===== src/sv/roi_gradient_focus_measure_top_defines.svh =====
// Assertion macros for the focus measure block.
`ifndef ROI_GRADIENT_FOCUS_MEASURE_TOP_DEFINES_SVH
`define ROI_GRADIENT_FOCUS_MEASURE_TOP_DEFINES_SVH
`ifndef SYNTHESIS
`define RGFM_ASSERT(label, prop) \
  label: assert property (@(posedge clk) disable iff (!rst_n) prop) \
    else $error("rgfm: property failed");
`define RGFM_ASSERT_NEVER(label, cond) \
  label: assert property (@(posedge clk) disable iff (!rst_n) !(cond)) \
    else $error("rgfm: forbidden condition seen");
`else
`define RGFM_ASSERT(label, prop)
`define RGFM_ASSERT_NEVER(label, cond)
`endif
`endif


===== src/sv/rgfm_pkg.sv =====
package rgfm_pkg;

  localparam int MAX_ROW_LENGTH_DFLT = 4096;

  localparam int PIX_W   = 8;
  localparam int COORD_W = 12;
  localparam int LEN_W   = 13;
  localparam int SCORE_W = 40;
  localparam int ADD_W   = 9;

  localparam logic [COORD_W-1:0] ROW_MAX = 12'hFFF;

  localparam int CFG_IDX_W  = 3;
  localparam int CFG_DATA_W = 13;

  localparam logic [CFG_IDX_W-1:0] CFG_ROW_LENGTH = 3'd0;
  localparam logic [CFG_IDX_W-1:0] CFG_ROI_LEFT   = 3'd1;
  localparam logic [CFG_IDX_W-1:0] CFG_ROI_TOP    = 3'd2;
  localparam logic [CFG_IDX_W-1:0] CFG_ROI_RIGHT  = 3'd3;
  localparam logic [CFG_IDX_W-1:0] CFG_ROI_BOTTOM = 3'd4;

  localparam logic [LEN_W-1:0]   ROW_LENGTH_RST = 13'd640;
  localparam logic [COORD_W-1:0] ROI_LEFT_RST   = 12'd0;
  localparam logic [COORD_W-1:0] ROI_TOP_RST    = 12'd0;
  localparam logic [COORD_W-1:0] ROI_RIGHT_RST  = 12'd639;
  localparam logic [COORD_W-1:0] ROI_BOTTOM_RST = 12'd479;

  typedef struct packed {
    logic qualify;
    logic first;
    logic last;
  } gfm_ctl_t;

endpackage


===== src/sv/rgfm_accum.sv =====
module rgfm_accum (
  input  logic                         clk,
  input  logic                         rst_n,
  input  logic                         load,
  input  rgfm_pkg::gfm_ctl_t           ctl_in,
  input  logic [rgfm_pkg::PIX_W-1:0]   pixel_in,
  input  logic [rgfm_pkg::PIX_W-1:0]   prev_a,
  input  logic [rgfm_pkg::PIX_W-1:0]   prev_b,
  input  logic                         res_stall,
  output logic                         res_valid_r,
  output logic [rgfm_pkg::SCORE_W-1:0] res_score_r,
  output logic                         blocked
);

  logic                         vb_r;
  rgfm_pkg::gfm_ctl_t           ctl_r;
  logic [rgfm_pkg::PIX_W-1:0]   pix_r;
  logic [rgfm_pkg::SCORE_W-1:0] score_r, score_nxt;
  logic [rgfm_pkg::SCORE_W-1:0] base_w, sat_w;
  logic [rgfm_pkg::SCORE_W:0]   sum_w;
  logic [rgfm_pkg::PIX_W-1:0]   d_ba, d_bp;
  logic [rgfm_pkg::ADD_W-1:0]   add_w;
  logic                         advance;

  always_comb begin
    d_ba   = (prev_b > prev_a) ? prev_b - prev_a : prev_a - prev_b;
    d_bp   = (prev_b > pix_r) ? prev_b - pix_r : pix_r - prev_b;
    add_w  = {1'b0, d_ba} + {1'b0, d_bp};
    base_w = ctl_r.first ? '0 : score_r;
    sum_w  = {1'b0, base_w} + (rgfm_pkg::SCORE_W + 1)'(add_w);
    sat_w  = sum_w[rgfm_pkg::SCORE_W] ? '1 : sum_w[rgfm_pkg::SCORE_W-1:0];
    score_nxt = ctl_r.qualify ? sat_w : base_w;
  end

  assign blocked = vb_r && ctl_r.last && res_valid_r && res_stall;
  assign advance = vb_r && !blocked;

  always_ff @(posedge clk) begin
    if (!rst_n) begin
      vb_r        <= 1'b0;
      ctl_r       <= '0;
      score_r     <= '0;
      res_valid_r <= 1'b0;
    end else begin
      if (load) begin
        vb_r  <= 1'b1;
        ctl_r <= ctl_in;
      end else if (advance) begin
        vb_r <= 1'b0;
      end
      if (advance) begin
        score_r <= ctl_r.last ? '0 : score_nxt;
      end
      if (advance && ctl_r.last) begin
        res_valid_r <= 1'b1;
      end else if (!res_stall) begin
        res_valid_r <= 1'b0;
      end
    end
  end

  always_ff @(posedge clk) begin
    if (load) begin
      pix_r <= pixel_in;
    end
    if (advance && ctl_r.last) begin
      res_score_r <= score_nxt;
    end
  end

endmodule


===== config.mk =====
export PLATFORM = sky130hd
export DESIGN_NAME = rgfm_accum
export DESIGN_NICKNAME = d
export VERILOG_FILES = /design/src/sv/roi_gradient_focus_measure_top_defines.svh /design/src/sv/rgfm_pkg.sv /design/src/sv/rgfm_accum.sv
export SDC_FILE = /design/constraint.sdc
export NUM_CORES = 1
export LEC_CHECK = 0
export ABC_AREA = 1
export BUFFER_PORTS_ARGS = -buffer_cell sky130_fd_sc_hd__buf_4
export CORE_MARGIN = 4
export CORE_UTILIZATION = 50
export CTS_CLUSTER_SIZE = 20
export DETAILED_ROUTE_END_ITERATION = 10
export PLACE_DENSITY = 0.68
export SYNTH_ARGS = -nofsm -noshare
export SYNTH_HDL_FRONTEND = slang
export SYNTH_SLANG_ARGS = --single-unit

===== constraint.sdc =====
create_clock -name clk -period 5.35 [get_ports clk]
set_input_delay 1.07 -clock clk [delete_from_list [all_inputs] [get_ports clk]]
set_output_delay 1.07 -clock clk [all_outputs]
set_load 0.01 [all_outputs]

==> results of run 1 <==
-- worst paths after layout --
path / end / slack (ns) / depth (start not counted)
worst min register to register: score_r[36] / 0.47 / 2
worst max-delay path: score_r[21] / 0.41 / 29
worst min-delay path: score_r[36] / 0.47 / 2
worst max register to register: score_r[21] / 0.91 / 25
-- per-layer routing --
metal	routed length, um	track usage
met3	1132	0.04530
met1	9159	0.3538
met5	0	0
met4	220	0.05293
met2	6943	0.3118
-- cell type report --
class,count,area (um^2),area share
multi-input cells,666,3849,0.4796
repair buffers,94,730.7,0.09105
flip-flops and latches,93,2342,0.2919
clock buffers,13,281.5,0.03508
well taps,176,220.2,0.02744
clock inverters,3,16.27,0.002027
inverters,156,585.6,0.07297
-- state kept, by name, indices dropped and copies added (netlist names) --
register,cells
ctl_r,3
pix_r,8
res_valid_r,1
score_r,40
vb_r,1
res_score_r,40
-- stage by stage --
step           std cells  power (mW)  hold WS [ns]  area (um^2)
5_1_grt             1201       2.268        0.4817         8025
3_3_place_gp        1185       1.496        0.4536         7722
2_1_floorplan        945       1.319        0.4453         6924
4_1_cts             1201       2.127        0.4680         8020
3_5_place_dp        1185       1.496        0.4590         7722
6_report            1201       2.119        0.4664         8025
-- worst max-delay path, delay by kind of cell --
| family | cells | cell delay [ns] |
|---|---|---|
| muxes | 1 | 0.30 |
| and+or+nand+nor | 12 | 1.17 |
| buffers and inverters | 8 | 0.73 |
| adders and majority gates | 5 | 1.54 |
| AOI/OAI and AO/OA | 3 | 0.31 |
-- repair_timing --
item / 4_1_cts / 5_1_grt
gates resized for setup: 0 / 2
endpoints found under the setup margin: 0 / 26
buffers inserted: 0 / 0
hold buffers: 0 / 0
-- kinds of logic (layout without fill, tap and decap cells) --
kind of cell,count (synthesis),in the layout,synth area share
simple gates,475,475,0.3177
xor+xnor,25,25,0.03162
flops,93,93,0.3383
compound gates,111,111,0.09144
mux,4,4,0.006144
fa+ha+maj,51,51,0.1063
buf+inv,186,266,0.1086
-- where the power goes --
part	switching (mW)	internal, mW
registers	0.0107	0.768
logic	0.437	0.270
clock network	0.265	0.368
-- layout by cell type, fill, tap and decap left out, drive strengths merged --
| master | count |
|---|---|
| nand2 | 257 |
| inv | 156 |
| nor2 | 96 |
| buf | 94 |
| nand3 | 87 |
| a21oi | 74 |
| edfxtp | 48 |
| dfxtp | 45 |
| ha | 38 |
| o21ai | 23 |
| nand4 | 21 |
| xor2 | 19 |
| fa | 13 |
| clkbuf | 13 |
| xnor2 | 6 |
| o221ai | 6 |
| and2 | 4 |
| o211ai | 4 |
| clkinv | 3 |
| nand3b | 3 |
| mux2i | 2 |
| nor3 | 2 |
| mux2 | 2 |
| nor2b | 1 |
| and3 | 1 |
| nor3b | 1 |
| o2111ai | 1 |
| or2 | 1 |
| a21boi | 1 |
| nand2b | 1 |
| a21o | 1 |
| o21bai | 1 |
==> reports/results.txt, run 1 <==
Die ar.: 0.01580 mm^2
CTS Buf Count: 9
total wire length: 17450 um
final setup fails: 0
Synthesis Warnings: 0
I/O Buffers: 72
CTS max path bufs: 2
cells after synthesis: 945
Fill cells: 1287
initial antenna violation count: 0
first-pass GRT wire length: 28850 um
row count: 42
top post-synthesis cells by area: edfxtp_1 21%, nand2_1 14%, dfxtp_1 13%
GP Congestion: 0.9459
post-synthesis sequential area ratio: 0.3383
drc violations: 0
io pins: 73
Vias: 6188
top-area cell type share of the netlist area: 0.2082
WL per Instance: 14.53 um
Unique masters post-synth: 43
largest net degree at the start of global routing: 43
end-of-flow core utilization: 0.5989
EDFF count, synth: 48
Slew headroom: 0.5984
# H-tree levels: 3
Worst Setup Path Type: in2reg
CP max FO: 9
TritonCTS clock tree: yes
CP Launch Type: input port
Area Overhead vs Synth: 15.90%
Max Freq: 0.2025 GHz
crit-path max cell delay: 0.45 ns
effective utilization at floorplan: 0.5167
Die W: 125.7 um
final net count: 1102
leakage: 3.580 nW
worst slew pin tran: 0.6010 ns
total congestion overflow: 0
root buf cell: clkbuf_16
CP Launch Point: prev_b[0]
Commonest cells post-synth: 250 x nand2_1, 153 x inv_1, 80 x nor2_1, 66 x a21oi_1, 64 x nand3_1
Main synth FF type: edfxtp_1
CP dominant cell by count: nand2_1
PD cells: 264.0 mW/mm^2
r2r startpoint: pix_r[0]
count leader, synth: nand2_1
Clock transition at path regs: 0.06 ns
worst min path class: reg2reg
core area: 0.01340 mm^2
WP data arrival: 5.15 ns
status: complete, no violations
Async SR Flop Fraction: 0
Vias/cell: 5.152
final setup margin: 0.4118 ns
setup tns final: 0 ns
CP Capture Type: flip-flop
CP max stage cell: fa_1
clock sink count: 93
gr usage total: 0.2239
Synth Register Bits: 93
Post-DRT Antenna Nets: 0
biggest area consumer among synthesized cells: edfxtp_1
mapped cell area: 0.006924 mm^2
Tmin final: 4.938 ns
Syn Area/Cell: 7.327 um^2
# Max-Cap Violations: 0
vias in the first global route: 5609
Pre-antenna DRT Iters: 5
layout cells sized above 1: 0.1688
Final Hold Vio Count: 0
worst clock skew: 0.009663 ns
Final period util: 0.9230
worst hold start: score_r[36]
number of diodes: 0
syn_nets: 1027
Die H: 125.7 um
Clk Latency, worst-skew pair: 0.35 ns
worst vdd ir: 172.0 uV
CP required: 5.56 ns
DRT iter0 DRCs: 564
HPWL Detailed: 13370 um
Max Slew Vio Count: 0
post-place setup slack: -0.01399 ns
(Power assumes the default switching activity.)
==> run 2, diff against run 1 <==
- CORE_MARGIN: 4 -> 8
- clock period: 5.35 -> 6.2 ns (I/O delays scaled with it)
==> run 2 against run 1 <==
Non-clock buffer count is 14 lower. Cell count is 0.83% lower. Clock skew increased by 0.00097 ns. Worst hold slack barely moved. Highest routed layer unchanged. Combinational power decreased by 15%. Clock power down 18%. Utilization fell by 2.4 points. Via count increased by 0.61%. Global-route usage decreased by 2.4 points.
==> reports/results.txt, run 2 (same netlist as run 1, synthesis figures left out) <==
WP data arrival: 5.60 ns (was 5.15 ns)
WL per Instance: 14.86 um (was 14.53 um)
final setup fails: 0 (unchanged)
Die W: 133.7 um (was 125.7 um)
worst min path class: reg2reg (unchanged)
total wire length: 17700 um (was 17450 um)
Clk network pwr share: 0.289 (was 0.299)
Regs by FF count: res_score_r (40), score_r (40), pix_r (8) (unchanged)
root buf cell: clkbuf_16 (unchanged)
Tmin final: 5.327 ns
Slew headroom: 0.3970 (was 0.5984)
leakage: 3.498 nW (was 3.580 nW)
Die ar.: 0.01787 mm^2 (was 0.01580 mm^2)
most common cell after layout, fill and taps aside: nand2_1 (unchanged)
Pre-antenna DRT Iters: 5 (unchanged)
drc violations: 0 (unchanged)
TritonCTS clock tree: yes (unchanged)
core area: 0.01372 mm^2 (was 0.01340 mm^2)
HPWL Detailed: 13430 um (was 13370 um)
Vias: 6226 (was 6188)
Clk Latency, worst-skew pair: 0.35 ns (about the same)
Clock transition at path regs: 0.06 ns (about the same)
worst hold start: score_r[6] (was score_r[36])
total congestion overflow: 0 (unchanged)
P_int: 1.171 mW (was 1.406 mW)
largest net degree at the start of global routing: 43 (unchanged)
final net count: 1088 (was 1102)
I/O Buffers: 72 (unchanged)
CP Launch Point: prev_b[0] (unchanged)
CP required: 6.48 ns (was 5.56 ns)
Worst Setup Path Type: in2reg (unchanged)
gr usage total: 0.2004 (was 0.2239)
status: complete, no violations (unchanged)
Fill cells: 1347 (was 1287)
Post-DRT Antenna Nets: 0 (unchanged)
# Max-Cap Violations: 0 (unchanged)
GP Congestion: 0.9517 (was 0.9459)
Max Slew Vio Count: 0 (unchanged)
Max Freq: 0.1877 GHz
Combinational Power Share: 0.337 (was 0.334)
setup bufs post-CTS: 0 (unchanged)
CP max stage cell: fa_1 (unchanged)
Inst Count DP: 1175 (was 1185)
commonest non-fill, non-tap cells in the layout: 249 x nand2_1, 153 x inv_1, 79 x nor2_1, 79 x buf_4, 65 x a21oi_1 (was 248 x nand2_1, 153 x inv_1, 92 x buf_4)
PD cells: 227.2 mW/mm^2 (was 264.0 mW/mm^2)
Die H: 133.7 um (was 125.7 um)
row count: 43 (was 42)
first-pass GRT wire length: 29050 um (was 28850 um)
DRT iter0 DRCs: 566 (was 564)
worst slew pin tran: 0.9012 ns (was 0.6010 ns)
setup tns final: 0 ns (unchanged)
vias in the first global route: 5746 (was 5609)
clock sink count: 93 (unchanged)
Area Overhead vs Synth: 13.84% (was 15.90%)
# H-tree levels: 3 (unchanged)
io pins: 73 (unchanged)
CP max FO: 11 (was 9)
post-place setup slack: 0.5625 ns (was -0.01399 ns)
CP dominant cell by count: nand2_1 (unchanged)
post_cts resized: 0 (unchanged)
effective utilization at floorplan: 0.5047 (was 0.5167)
Final Non-Filler Cells: 1191 (was 1201)
final setup margin: 0.8734 ns (was 0.4118 ns)
crit-path max cell delay: 0.49 ns (was 0.45 ns)
Seq pwr share: 0.374 (was 0.368)
Sw Share: 0.3458 (was 0.3365)
CTS Buf Count: 9 (unchanged)
Switch Pwr: 0.6193 mW (was 0.7129 mW)
Final Hold Vio Count: 0 (unchanged)
CTS max path bufs: 2 (unchanged)
Post-CTS Hold Buffers: 0 (unchanged)
Vias/cell: 5.228 (was 5.152)
CP Launch Type: input port (unchanged)
number of diodes: 0 (unchanged)
initial antenna violation count: 0 (unchanged)
Final period util: 0.8591
worst clock skew: 0.01063 ns (was 0.009663 ns)
RSZ-0062 raised after global routing: no
layout cells sized above 1: 0.1563 (was 0.1688)
r2r startpoint: pix_r[0] (unchanged)
CP Capture Type: flip-flop (unchanged)
worst vdd ir: 123.5 uV (was 172.0 uV)
[run 2: final timing paths]
kind,slack (ns),depth (start not counted),end
min reg2reg,0.47,2,score_r[6]
max,0.87,29,score_r[30]
max reg2reg,1.53,26,score_r[30]
min,0.47,2,score_r[6]
[run 2: critical path: cells and delay by family]
family          cells  cell delay [ns]
simple gates       14             1.84
buf+inv             8             0.76
fa+ha+maj           4             1.39
compound gates      3             0.33
[run 2: stage by stage]
stage / util / power, mW / hold slack (ns) / cell area (um^2)
global placement: 0.5549 / 1.284 / 0.4525 / 7612
CTS: 0.5746 / 1.799 / 0.4651 / 7883
floorplan: - / 1.138 / 0.4453 / 6924
detailed placement: 0.5549 / 1.284 / 0.4552 / 7612
global route: 0.5746 / 1.919 / 0.4813 / 7883
finish: 0.5746 / 1.791 / 0.4661 / 7883
[run 2: per-layer routing]
layer | part of all wire | up-vias | global-route usage
met1 | 0.50 | 2842 | 0.2983
met3 | 0.084 | 19 | 0.05233
met2 | 0.40 | 222 | 0.2815
met4 | 0.012 | 0 | 0.04242
met5 | 0 | - | 0
li1 | - | 3143 | -
[run 2: power by group through the flow]
stage / clock (mW) / combinational [mW] / sequential (mW)
2_1_floorplan: 0 / 0.452 / 0.686
3_3_place_gp: 0 / 0.601 / 0.683
5_1_grt: 0.550 / 0.699 / 0.671
4_1_cts: 0.527 / 0.602 / 0.670
6_report: 0.518 / 0.603 / 0.670
3_5_place_dp: 0 / 0.601 / 0.683
[run 2: area by class of cell]
type / instances / area (um^2) / share of cell area
clock buffers: 13 / 250.2 / 0.03175
clock inverters: 3 / 20.02 / 0.002540
inverters: 156 / 585.6 / 0.07429
multi-input cells: 666 / 3846 / 0.4879
flip-flops and latches: 93 / 2342 / 0.2971
well taps: 180 / 225.2 / 0.02857
repair buffers: 80 / 613.1 / 0.07778
