==> config.mk <==
export PLATFORM = sky130hd
export DESIGN_NAME = rgfm_position
export DESIGN_NICKNAME = d
export VERILOG_FILES = /design/src/sv/roi_gradient_focus_measure_top_defines.svh /design/src/sv/rgfm_pkg.sv /design/src/sv/rgfm_position.sv
export SDC_FILE = /design/constraint.sdc
export NUM_CORES = 1
export LEC_CHECK = 0
export ABC_AREA = 1
export ABC_CLOCK_PERIOD_IN_PS = 9800
export BUFFER_PORTS_ARGS = -buffer_cell sky130_fd_sc_hd__buf_2
export CAP_MARGIN = 20
export CORE_ASPECT_RATIO = 2
export CORE_UTILIZATION = 45
export CTS_CLUSTER_DIAMETER = 120
export DETAILED_ROUTE_END_ITERATION = 12
export PLACE_DENSITY = 0.68
export SLEW_MARGIN = 10
export SYNTH_ARGS = -nofsm -noshare
export SYNTH_HDL_FRONTEND = slang
export SYNTH_SLANG_ARGS = --single-unit
==> constraint.sdc <==
create_clock -name clk -period 9.8 [get_ports clk]
set_input_delay 2.94 -clock clk [delete_from_list [all_inputs] [get_ports clk]]
set_output_delay 2.94 -clock clk [all_outputs]
set_load 0.005 [all_outputs]
==> src/sv/roi_gradient_focus_measure_top_defines.svh <==
// Assertion macros for the focus measure block.
`ifndef ROI_GRADIENT_FOCUS_MEASURE_TOP_DEFINES_SVH
`define ROI_GRADIENT_FOCUS_MEASURE_TOP_DEFINES_SVH
`ifndef SYNTHESIS
`define RGFM_ASSERT(label, prop) \
  label: assert property (@(posedge clk) disable iff (!rst_n) prop) \
    else $error("rgfm: property failed");
`define RGFM_ASSERT_NEVER(label, cond) \
  label: assert property (@(posedge clk) disable iff (!rst_n) !(cond)) \
    else $error("rgfm: forbidden condition seen");
`else
`define RGFM_ASSERT(label, prop)
`define RGFM_ASSERT_NEVER(label, cond)
`endif
`endif

==> src/sv/rgfm_pkg.sv <==
package rgfm_pkg;

  localparam int MAX_ROW_LENGTH_DFLT = 4096;

  localparam int PIX_W   = 8;
  localparam int COORD_W = 12;
  localparam int LEN_W   = 13;
  localparam int SCORE_W = 40;
  localparam int ADD_W   = 9;

  localparam logic [COORD_W-1:0] ROW_MAX = 12'hFFF;

  localparam int CFG_IDX_W  = 3;
  localparam int CFG_DATA_W = 13;

  localparam logic [CFG_IDX_W-1:0] CFG_ROW_LENGTH = 3'd0;
  localparam logic [CFG_IDX_W-1:0] CFG_ROI_LEFT   = 3'd1;
  localparam logic [CFG_IDX_W-1:0] CFG_ROI_TOP    = 3'd2;
  localparam logic [CFG_IDX_W-1:0] CFG_ROI_RIGHT  = 3'd3;
  localparam logic [CFG_IDX_W-1:0] CFG_ROI_BOTTOM = 3'd4;

  localparam logic [LEN_W-1:0]   ROW_LENGTH_RST = 13'd640;
  localparam logic [COORD_W-1:0] ROI_LEFT_RST   = 12'd0;
  localparam logic [COORD_W-1:0] ROI_TOP_RST    = 12'd0;
  localparam logic [COORD_W-1:0] ROI_RIGHT_RST  = 12'd639;
  localparam logic [COORD_W-1:0] ROI_BOTTOM_RST = 12'd479;

  typedef struct packed {
    logic qualify;
    logic first;
    logic last;
  } gfm_ctl_t;

endpackage

==> src/sv/rgfm_position.sv <==
module rgfm_position #(
  parameter int MAX_ROW_LENGTH = rgfm_pkg::MAX_ROW_LENGTH_DFLT,
  localparam int AW = $clog2(MAX_ROW_LENGTH)
) (
  input  logic                         clk,
  input  logic                         rst_n,
  input  logic                         accept,
  input  logic                         first,
  input  logic                         last,
  input  logic [rgfm_pkg::LEN_W-1:0]   row_length,
  input  logic [rgfm_pkg::COORD_W-1:0] roi_left,
  input  logic [rgfm_pkg::COORD_W-1:0] roi_top,
  input  logic [rgfm_pkg::COORD_W-1:0] roi_right,
  input  logic [rgfm_pkg::COORD_W-1:0] roi_bottom,
  output logic [AW-1:0]                wr_addr,
  output logic [AW-1:0]                rd_addr_b,
  output rgfm_pkg::gfm_ctl_t           ctl
);

  localparam int CW = (AW > rgfm_pkg::COORD_W ? AW : rgfm_pkg::COORD_W) + 2;
  localparam logic [CW-1:0] MAX_LEN = CW'(MAX_ROW_LENGTH);

  logic [AW-1:0]                col_r, col_nxt;
  logic [rgfm_pkg::COORD_W-1:0] row_r, row_nxt;
  logic [rgfm_pkg::COORD_W-1:0] row_cur;
  logic [CW-1:0]                len_w, c0_w, c_w, c1_w, r_w;

  always_comb begin
    if (row_length == '0 || CW'(row_length) > MAX_LEN) begin
      len_w = MAX_LEN;
    end else begin
      len_w = CW'(row_length);
    end
    c0_w    = first ? '0 : CW'(col_r);
    c_w     = (c0_w >= len_w) ? '0 : c0_w;
    c1_w    = c_w + CW'(1);
    row_cur = first ? '0 : row_r;
    r_w     = CW'(row_cur);

    ctl.first   = first;
    ctl.last    = last;
    ctl.qualify = (row_cur != '0) &&
                  (r_w - CW'(1) >= CW'(roi_top)) &&
                  (r_w + CW'(1) <= CW'(roi_bottom)) &&
                  (c_w >= CW'(roi_left)) &&
                  (c_w + CW'(2) <= CW'(roi_right)) &&
                  (c1_w < len_w);

    wr_addr   = c_w[AW-1:0];
    rd_addr_b = (c1_w == MAX_LEN) ? '0 : c1_w[AW-1:0];

    if (c1_w >= len_w) begin
      col_nxt = '0;
      row_nxt = (row_cur != rgfm_pkg::ROW_MAX) ? row_cur + 1'b1 : row_cur;
    end else begin
      col_nxt = c1_w[AW-1:0];
      row_nxt = row_cur;
    end
    if (last) begin
      col_nxt = '0;
      row_nxt = '0;
    end
  end

  always_ff @(posedge clk) begin
    if (!rst_n) begin
      col_r <= '0;
      row_r <= '0;
    end else if (accept) begin
      col_r <= col_nxt;
      row_r <= row_nxt;
    end
  end

endmodule

==> flow_summary.toml, run 1 <==
[run_status]
outcome = "finished, violations left"
violations = "negative setup slack"

[cts]
clk_latency_ns = 0.27
cts_max_path_buffers = 2
ctsHoldBuffers = 0
clkSinkCount = 24
htree_levels = 1
clkSlewWorstSetupHoldPaths_ns = 0.06
cts_tree = "yes"
ctsRootBufferMaster = "clkbuf_16"
numCtsBuffers = 3

[place]
portBuffers = 92
place_ws_ns = -0.658
place_inst = 992
routabilityCongestion = 1.01
hpwl_mm = 13.1

[synth]
synth_top_area_share_pct = 22.1
synth_edf_count = 0
ys.flop_type = "dfxtp_1"
synthTopCellsByArea = "ha_1 22%, nand2_1 14%, inv_1 11%"
synth.distinct_cells = 50
yosysSeqAreaShare_pct = 10.9
synth_nets = 833
synthArstFlopShare_pct = 0
synth_area_mm2 = 0.00442
synth_top_area_cell = "ha_1"
syn_avg_cell_area_um2 = 6.41
syn-instance-count = 689
synth_warnings = 0
synth_seq_cells = 24

[sta]
fin_crit_sh_pct = 103
clock_skew_ns = 0.00392
hold_viol = 0
slew_headroom_pct = 15.3
fin_crit_ns = 10.10
final.setup.worst_slack_ns = -0.303
rsz0062_at_grt = "true"
drv_slew = 0
fmax_mhz = 99.0
finalSetupViolCount = 2
tightest_slew_ns = 1.26

[grt]
grt_pass1_wl_mm = 26.6
grt_antenna_before_repair = 0
met3_usage_pct = 5.74
grt_usage_pct = 34.9
grt_start_max_net_pins = 27
overflow = 0
grt_pass1_vias = 5503
grt_util_met2_pct = 66.6
use_met1_pct = 29.2
top_usage_layer = "met2"

[route]
num_vias = 5626
vias_per_cell = 5.35
ant_nets = 0
drc = 0
first_pass_iters = 5
drt-initial-drc-count = 369
wl_mm = 18.4
wire_per_inst_um = 17.5

[cells_and_area]
area_growth_pct = 49.8
stdcell_count = 1052
antennaDiodeCount = 0
fin_util_pct = 70.0
drive_gt1_share_pct = 39.0
layout.nets = 1068
nFillCells = 753

[critical_path]
cp_max_fo = 8
cp-end-kind = "output pin"
cp-start-kind = "input port"
cpPeakStageDelay_ns = 0.30
worstPathArrival_ns = 7.16
worstPathRequired_ns = 6.86
path_class = "input port to output pin"
slowest_stage = "a221oi_2"

[floorplanning]
die_w_um = 72.0
dieArea_mm2 = 0.0102
ios = 93
core_mm2 = 0.00945
fp-row-count = 50
initial_core_util_pct = 46.7
die_h_um = 142

[pwr]
p_sw_share_pct = 33.2
power_frac_comb_pct = 34.7
powerDensity_mw_per_mm2 = 44.6
power_frac_seq_pct = 33.4
power_frac_clock_pct = 31.9
leakage_uw = 0.00368
ir_drop_mv = 0.0503
p_total_uw = 295
switching_power_uw = 97.9
p_int_uw = 197

[run]
maxCapViolations = 0

[worst_hold_path]
hold_path_class = "register to register"
final timing paths:
kind	startpoint	endpoint	slack [ns]	cells past startpoint
setup / recovery	row_length[5]	ctl[2]	-0.30	33
setup reg to reg	col_r[11]$_SDFFE_PN0P_	col_r[9]$_SDFFE_PN0P_	2.80	50
hold reg to reg	col_r[6]$_SDFFE_PN0P_	col_r[6]$_SDFFE_PN0P_	0.47	2
hold / removal	col_r[6]$_SDFFE_PN0P_	col_r[6]$_SDFFE_PN0P_	0.47	2
what timing repair did:
item | in CTS | in global routing
setup buffers | 48 | 16
resized for setup | 34 | 74
setup endpoints to repair | 1 | 3
pin swaps | 16 | 33
cells in the mapped netlist (3+ instances only):
cell	n
nand4_4	3
inv_1	130
o21a_1	3
nand3_2	4
and2_1	4
xor2_1	31
nor2_1	51
o21ai_0	6
nor4_1	4
nand2_4	5
inv_2	9
nor3_2	6
nand3_1	43
buf_4	3
clkbuf_1	4
a21oi_1	48
nand2_1	163
dfxtp_1	24
nor3_1	7
ha_1	78
nand4_1	17
nor2_2	4
nor2_4	3
final cells by class:
type	instances	area, um^2	area share [%]
Multi-Input combinational cell	510	3680	55.7
Clock buffer	3	75.1	1.13
Tap cell	130	163	2.46
Sequential cell	24	480	7.26
Timing Repair Buffer	243	1670	25.3
Inverter	142	541	8.17
power groups by stage:
stage                     combinational (uW)  clock (uW)  sequential, uW
after floorplan                         47.0           0             101
after global placement                  85.7           0             101
after detailed placement                88.5           0             101
after CTS                               92.5        94.1            98.6
after global routing                     113        97.4            98.6
final                                    102        94.1            98.6
cells in the final DEF (no fill, tap or decap), types with 4 or more instances in the layout:
cell	n
a21oi_1	43
a21oi_2	7
and2_1	4
buf_2	89
buf_4	136
buf_6	17
dfxtp_1	24
ha_1	68
ha_4	10
inv_1	122
inv_2	17
nand2_1	138
nand2_2	18
nand2_4	13
nand3_1	38
nand3_2	8
nand4_1	17
nor2_1	45
nor2_2	6
nor2_4	7
nor3_1	7
nor3_2	5
o21ai_0	4
xor2_1	30
critical path: cells and delay by family:
kind | cells | cell delay (ns)
AO/OA/AOI/OAI | 2 | 0.50
AND/OR/NAND/NOR | 21 | 2.32
buffers and inverters | 7 | 0.71
adder cells (fa/ha/maj) | 3 | 0.66
per-stage QoR:
stage	TNS, ns	hold slack [ns]	instance area [um^2]
3_5_place_dp	-0.658	0.456	5660
3_3_place_gp	-0.512	0.452	5660
4_1_cts	-0.186	0.466	6220
6_report	-0.426	0.467	6620
5_1_grt	-0.911	0.491	6620
2_1_floorplan	0	0.445	4420
cells by family (layout without fill, tap and decap cells):
logic type,count (synthesis),after routing,share of synthesized area [%]
flops,24,24,10.9
xor+xnor,34,34,6.91
fa+ha+maj,78,78,22.1
buf+inv,155,388,14.1
compound gates,72,72,9.41
simple gates,326,326,36.6
state kept, by name, indices dropped and copies added (netlist names):
register,cells
col_r,12
row_r,12
metal layers:
metal  vias to the layer above  part of all wire (%)
met2                       290                    53
met5                         -                     0
li1                       2671                     -
met1                      2540                    31
met3                       125                   5.8
met4                         0                    10
Power figures use the tool's default switching activity.
==> run 2: changes to the inputs <==
CORE_UTILIZATION = 52   (was 45)
PLACE_DENSITY = 0.78   (was 0.68)
==> flow_summary.toml, run 2 (synthesis results as in run 1) <==
[route]
vias_per_cell = 5.52
wire_per_inst_um = 17.1
drc = 0
ant_nets = 0
drt-initial-drc-count = 283
num_vias = 5346
wl_mm = 16.6
first_pass_iters = 5

[cells_and_area]
area_growth_pct = 37.0
layout.nets = 1017
drive_gt1_share_pct = 33.9
top_regs = "col_r (12), row_r (12)"
final_common_cell = "nand2_1"
layout_common_cells = "146 x nand2_1, 124 x inv_1, 99 x buf_4"
antennaDiodeCount = 0
stdcell_area_mm2 = 0.00605

[sta]
final.setup.worst_slack_ns = -0.262
tightest_slew_ns = 1.07
setup_tns_ns = -0.262
fmax_mhz = 99.4
hold_slack_ns = 0.468
rsz0062_at_grt = "true"
fin_crit_sh_pct = 103
fin_crit_ns = 10.06
hold_viol = 0
clock_skew_ns = 0.00160
slew_headroom_pct = 28.0
drv_slew = 0
finalSetupViolCount = 1

[critical_path]
cp_common_cell = "nand2_1"
reg2regPathDepth = 27
worstPathRequired_ns = 6.86
slowest_stage = "a221oi_2"
path_class = "input port to output pin"
cp-start-kind = "input port"
crit_buf_inv = 7
cp-end-kind = "output pin"
cp_max_fo = 8
crit_cells = 35
worstPathArrival_ns = 7.12
crit_family = "simple AND/OR/NAND/NOR gates"
cpPeakStageDelay_ns = 0.29

[floorplanning]
ios = 93
fp-row-count = 47
die_h_um = 132
dieArea_mm2 = 0.00889
core_mm2 = 0.00823
die_w_um = 67.2
initial_core_util_pct = 53.6

[pwr]
ir_drop_mv = 0.0478
power_frac_comb_pct = 34.3
p_total_uw = 292
p_int_uw = 196
leakage_uw = 0.00343
switching_power_uw = 96.9
powerDensity_mw_per_mm2 = 48.4
power_frac_seq_pct = 33.7
power_frac_clock_pct = 31.9
p_sw_share_pct = 33.1

[grt]
grt_pass1_vias = 5394
grt_start_max_net_pins = 27
overflow = 0
grt_usage_pct = 38.8
grt_antenna_before_repair = 0
grt_pass1_wl_mm = 25.2

[cts]
cts_max_path_buffers = 2
clk_latency_ns = 0.27
numCtsBuffers = 3
clkSlewWorstSetupHoldPaths_ns = 0.06
ctsHoldBuffers = 0
cts_tree = "yes"
htree_levels = 1
clkSinkCount = 24
ctsRootBufferMaster = "clkbuf_16"

[place]
routabilityCongestion = 0.969
portBuffers = 92
placed_area_mm2 = 0.00559
hpwl_mm = 13.1
place_ws_ns = -0.563

[run]
maxCapViolations = 0

[run_status]
violations = "negative setup slack"
outcome = "finished, violations left"

[worst_hold_path]
whs_path_depth = 2
hold_path_class = "register to register"
[run 2: stage by stage]
stage	utilization (%)	std cells
after floorplan	-	689
after global placement	67.8	956
after detailed placement	67.8	956
after CTS	72.0	966
after global routing	73.5	969
final	73.5	969
[run 2: final timing paths]
path,start,to,slack (ns)
min reg2reg,col_r[6]$_SDFFE_PN0P_,col_r[6]$_SDFFE_PN0P_,0.47
max,row_length[5],ctl[2],-0.26
max reg2reg,col_r[3]$_SDFFE_PN0P_,col_r[11]$_SDFFE_PN0P_,4.62
min,col_r[6]$_SDFFE_PN0P_,col_r[6]$_SDFFE_PN0P_,0.47
[run 2: area by class of cell]
cell class | count | area [um^2]
clock buffers | 3 | 75.1
fillers | 701 | 2180
inverters | 142 | 543
multi-input cells | 510 | 3610
flip-flops and latches | 24 | 480
well taps | 98 | 123
repair buffers | 192 | 1210
[run 2: timing repair]
action,CTS,global route
buffers inserted,7,3
pin swaps,23,26
resized for setup,50,19
cloned,0,0
endpoints found under the setup margin,1,1
[run 2: power groups by stage]
stage	Clock, uW	Combinational (uW)	Sequential [uW]
after floorplan	0	47.0	101
after global placement	0	84.8	101
after detailed placement	0	88.7	101
after CTS	94.7	95.7	98.6
after global routing	96.7	111	98.7
final	93.4	100	98.6
[run 2: layer usage]
layer | GRT usage, % | vias up | wire, um
met5 | 0 | - | 0
met4 | 38.1 | 0 | 1890
met3 | 9.52 | 104 | 936
met2 | 68.7 | 240 | 8760
met1 | 31.9 | 2427 | 4990
li1 | - | 2575 | -
[run 2: worst reg2reg max path, stage by stage (launching register included)]
cell and delay (ns):
dfxtp_1 0.38, inv_1 0.11, nor2_1 0.28, ha_4 0.26
a21oi_2 0.14, nand2_2 0.08, nand2_2 0.06, nand2_2 0.06
nand2_4 0.10, nand2_8 0.08, inv_4 0.06, nand2_2 0.05
inv_2 0.10, ha_4 0.13, nand4_1 0.20, inv_1 0.20
nand3_1 0.11, nand2_1 0.13, and2_1 0.17, ha_1 0.25
a21o_1 0.19, a221oi_2 0.29, buf_4 0.15, buf_4 0.09
nand3_1 0.18, nor3_2 0.87, nand3_1 0.21, a21oi_1 0.19
==> run 3: changes to the inputs <==
ABC_AREA = 0   (was 1)
CAP_MARGIN = unset   (was 20)
CTS_BUF_LIST = sky130_fd_sc_hd__clkbuf_4   (was unset)
==> flow_summary.toml, run 3 <==
[run_status]
outcome = "finished, violations left"
violations = "negative setup slack"

[pwr]
powerDensity_mw_per_mm2 = 48.7
leakage_uw = 0.00276
p_total_uw = 267
ir_drop_mv = 0.0450

[sta]
tightest_slew_ns = 0.800
fmax_mhz = 102
slew_headroom_pct = 46.3
hold_slack_ns = 0.545
fin_crit_ns = 9.84
fin_crit_sh_pct = 100
drv_slew = 0
hold_viol = 0
clock_skew_ns = 0.00446
finalSetupViolCount = 1
final.setup.worst_slack_ns = -0.0427
rsz0062_at_grt = "true"

[grt]
overflow = 0
grt_pass1_vias = 4984
grt_pass1_wl_mm = 22.5
grt_start_max_net_pins = 29
grt_antenna_before_repair = 1
grt_usage_pct = 35.4

[floorplanning]
die_h_um = 129
initial_core_util_pct = 54.2
die_w_um = 65.4
fp-row-count = 45
dieArea_mm2 = 0.00843
core_mm2 = 0.00771
ios = 93

[critical_path]
r2r_start = "col_r[10]$_SDFFE_PN0P_"
path_cells = "buf_12 > nand2b_4 > ha_4 > nand2b_4 > a211oi_2 > o21ai_2 > a2111oi_4 > or2_4 > nand2_4 > inv_4 > ha_4 > and4_4 > nand2_2 > or2_4 > a21oi_2 > ha_1 > a21o_1 > a2111oi_4 > o211ai_2 > a31oi_1 > nand4_1 > nor2_2 > buf_2"
reg2reg_slack_ns = 4.61
cp_max_fo = 12
r2r-end = "col_r[7]$_SDFFE_PN0P_"
cp-start-kind = "input port"
reg2regPathDepth = 23
slowest_stage = "a2111oi_4"
worstPathRequired_ns = 6.86
path_class = "input port to output pin"
worstPathArrival_ns = 6.90
cp-end-kind = "output pin"
cpPeakStageDelay_ns = 0.34

[cts]
cts_max_path_buffers = 2
ctsRootBufferMaster = "clkbuf_4"
clk_latency_ns = 0.35
cts_tree = "yes"
clkSlewWorstSetupHoldPaths_ns = 0.15
numCtsBuffers = 3
htree_levels = 1
clkSinkCount = 24

[place]
portBuffers = 92
hpwl_mm = 11.5
routabilityCongestion = 0.982

[synth]
synthTopCellsByArea = "ha_1 23%, dfxtp_1 11%, inv_1 5.7%"
synth.distinct_cells = 59
synth_warnings = 0
synthArstFlopShare_pct = 0
synth_top_area_cell = "ha_1"
syn_avg_cell_area_um2 = 7.11
yosys-top-cells-count = "78 x ha_1, 63 x inv_1, 56 x nor2_1"
synth_most_common_cell = "ha_1"
ys.flop_type = "dfxtp_1"
synth_area_mm2 = 0.00418
synth_edf_count = 0
synth_seq_cells = 24
yosysSeqAreaShare_pct = 11.5
syn-instance-count = 588
synth_top_area_share_pct = 23.3
synth_nets = 732

[cells_and_area]
layout.nets = 865
layout_common_cells = "90 x buf_2, 72 x ha_1, 65 x buf_4"
nFillCells = 659
top_regs = "col_r (12), row_r (12)"
fin_util_pct = 71.0
area_growth_pct = 31.0
drive_gt1_share_pct = 31.0
final_common_cell = "buf_2"

[route]
first_pass_iters = 5
wl_mm = 14.2
drt-initial-drc-count = 309
vias_per_cell = 5.98
num_vias = 4875
drc = 0
wire_per_inst_um = 17.4
ant_nets = 0

[run]
maxCapViolations = 0

[worst_hold_path]
min_to = "row_r[8]$_SDFFE_PN0P_"
whs_path_depth = 2
hold_path.startpoint = "row_r[8]$_SDFFE_PN0P_"
hold_path_class = "register to register"
-- run 3: cell types whose count changed in the layout (fill, tap and decap cells not counted), moves of 18 or more --
cell / before / now
nand3_1: 42 / 19
inv_1: 124 / 60
xor2_1: 29 / 7
buf_4: 99 / 65
o21ai_0: 4 / 22
nand2_1: 146 / 37
-- run 3: cells by family after synthesis --
logic type      Yosys count  synth area share (%)
flops                    24                  11.5
compound gates          127                  21.3
xor+xnor                 26                  5.45
buf+inv                  94                  8.98
simple gates            237                  28.9
mux                       2                 0.479
fa+ha+maj                78                  23.3
-- run 3: worst max-delay path: cells and delay by family --
family	cells	cell delay [ns]
AOI/OAI and AO/OA	8	1.56
and+or+nand+nor	9	1.43
adders and majority gates	3	0.62
buffers and inverters	3	0.32
-- run 3: timing repair --
action,in CTS,in global routing
hold buffers,0,0
resized for setup,30,7
buffers inserted,4,1
endpoints found under the setup margin,1,1
pin swaps,19,5
cloned,0,0
-- run 3: how the worst max path moves through the flow --
stage / slack (ns) / startpoint / endpoint / depth (start not counted)
2_1_floorplan: -0.12 / first / ctl[2] / 25
3_3_place_gp: -0.30 / first / ctl[2] / 22
3_5_place_dp: -0.29 / row_length[12] / ctl[2] / 25
4_1_cts: -0.04 / first / ctl[2] / 25
5_1_grt: -0.26 / row_length[12] / ctl[2] / 25
6_report: -0.04 / first / ctl[2] / 23
-- run 3: routing by layer --
metal	wire length [um]	vias to the layer above	global-route usage (%)
met5	0	-	0
met1	4620	2253	30.0
met4	1290	0	30.6
li1	-	2344	-
met2	7700	197	68.2
met3	572	81	4.96
-- run 3: stage by stage --
| stage | std cells | TNS [ns] | setup WS [ns] | instance area, um^2 |
|---|---|---|---|---|
| 2_1_floorplan | 588 | -0.120 | -0.120 | 4360 |
| 3_3_place_gp | 805 | -0.296 | -0.296 | 5200 |
| 3_5_place_dp | 805 | -0.293 | -0.293 | 5200 |
| 4_1_cts | 813 | -0.0450 | -0.0450 | 5440 |
| 5_1_grt | 815 | -0.264 | -0.264 | 5480 |
| 6_report | 815 | -0.0427 | -0.0427 | 5480 |
-- run 3: cell type report --
class                   count  area (um^2)  area share, %
inverters                  63          241           4.41
flip-flops and latches     24          480           8.77
clock buffers               3         22.5          0.411
well taps                  94          118           2.15
clock inverters             1         30.0          0.548
repair buffers            159          992           18.1
diodes                      1         2.50         0.0457
multi-input cells         470         3590           65.6
-- run 3: where the power goes --
| group | leakage (uW) | switching (uW) | internal, uW |
|---|---|---|---|
| combinational | 0.00253 | 46.8 | 42.7 |
| clock | 0.0000279 | 36.6 | 41.5 |
| sequential | 0.000193 | 1.24 | 98.0 |
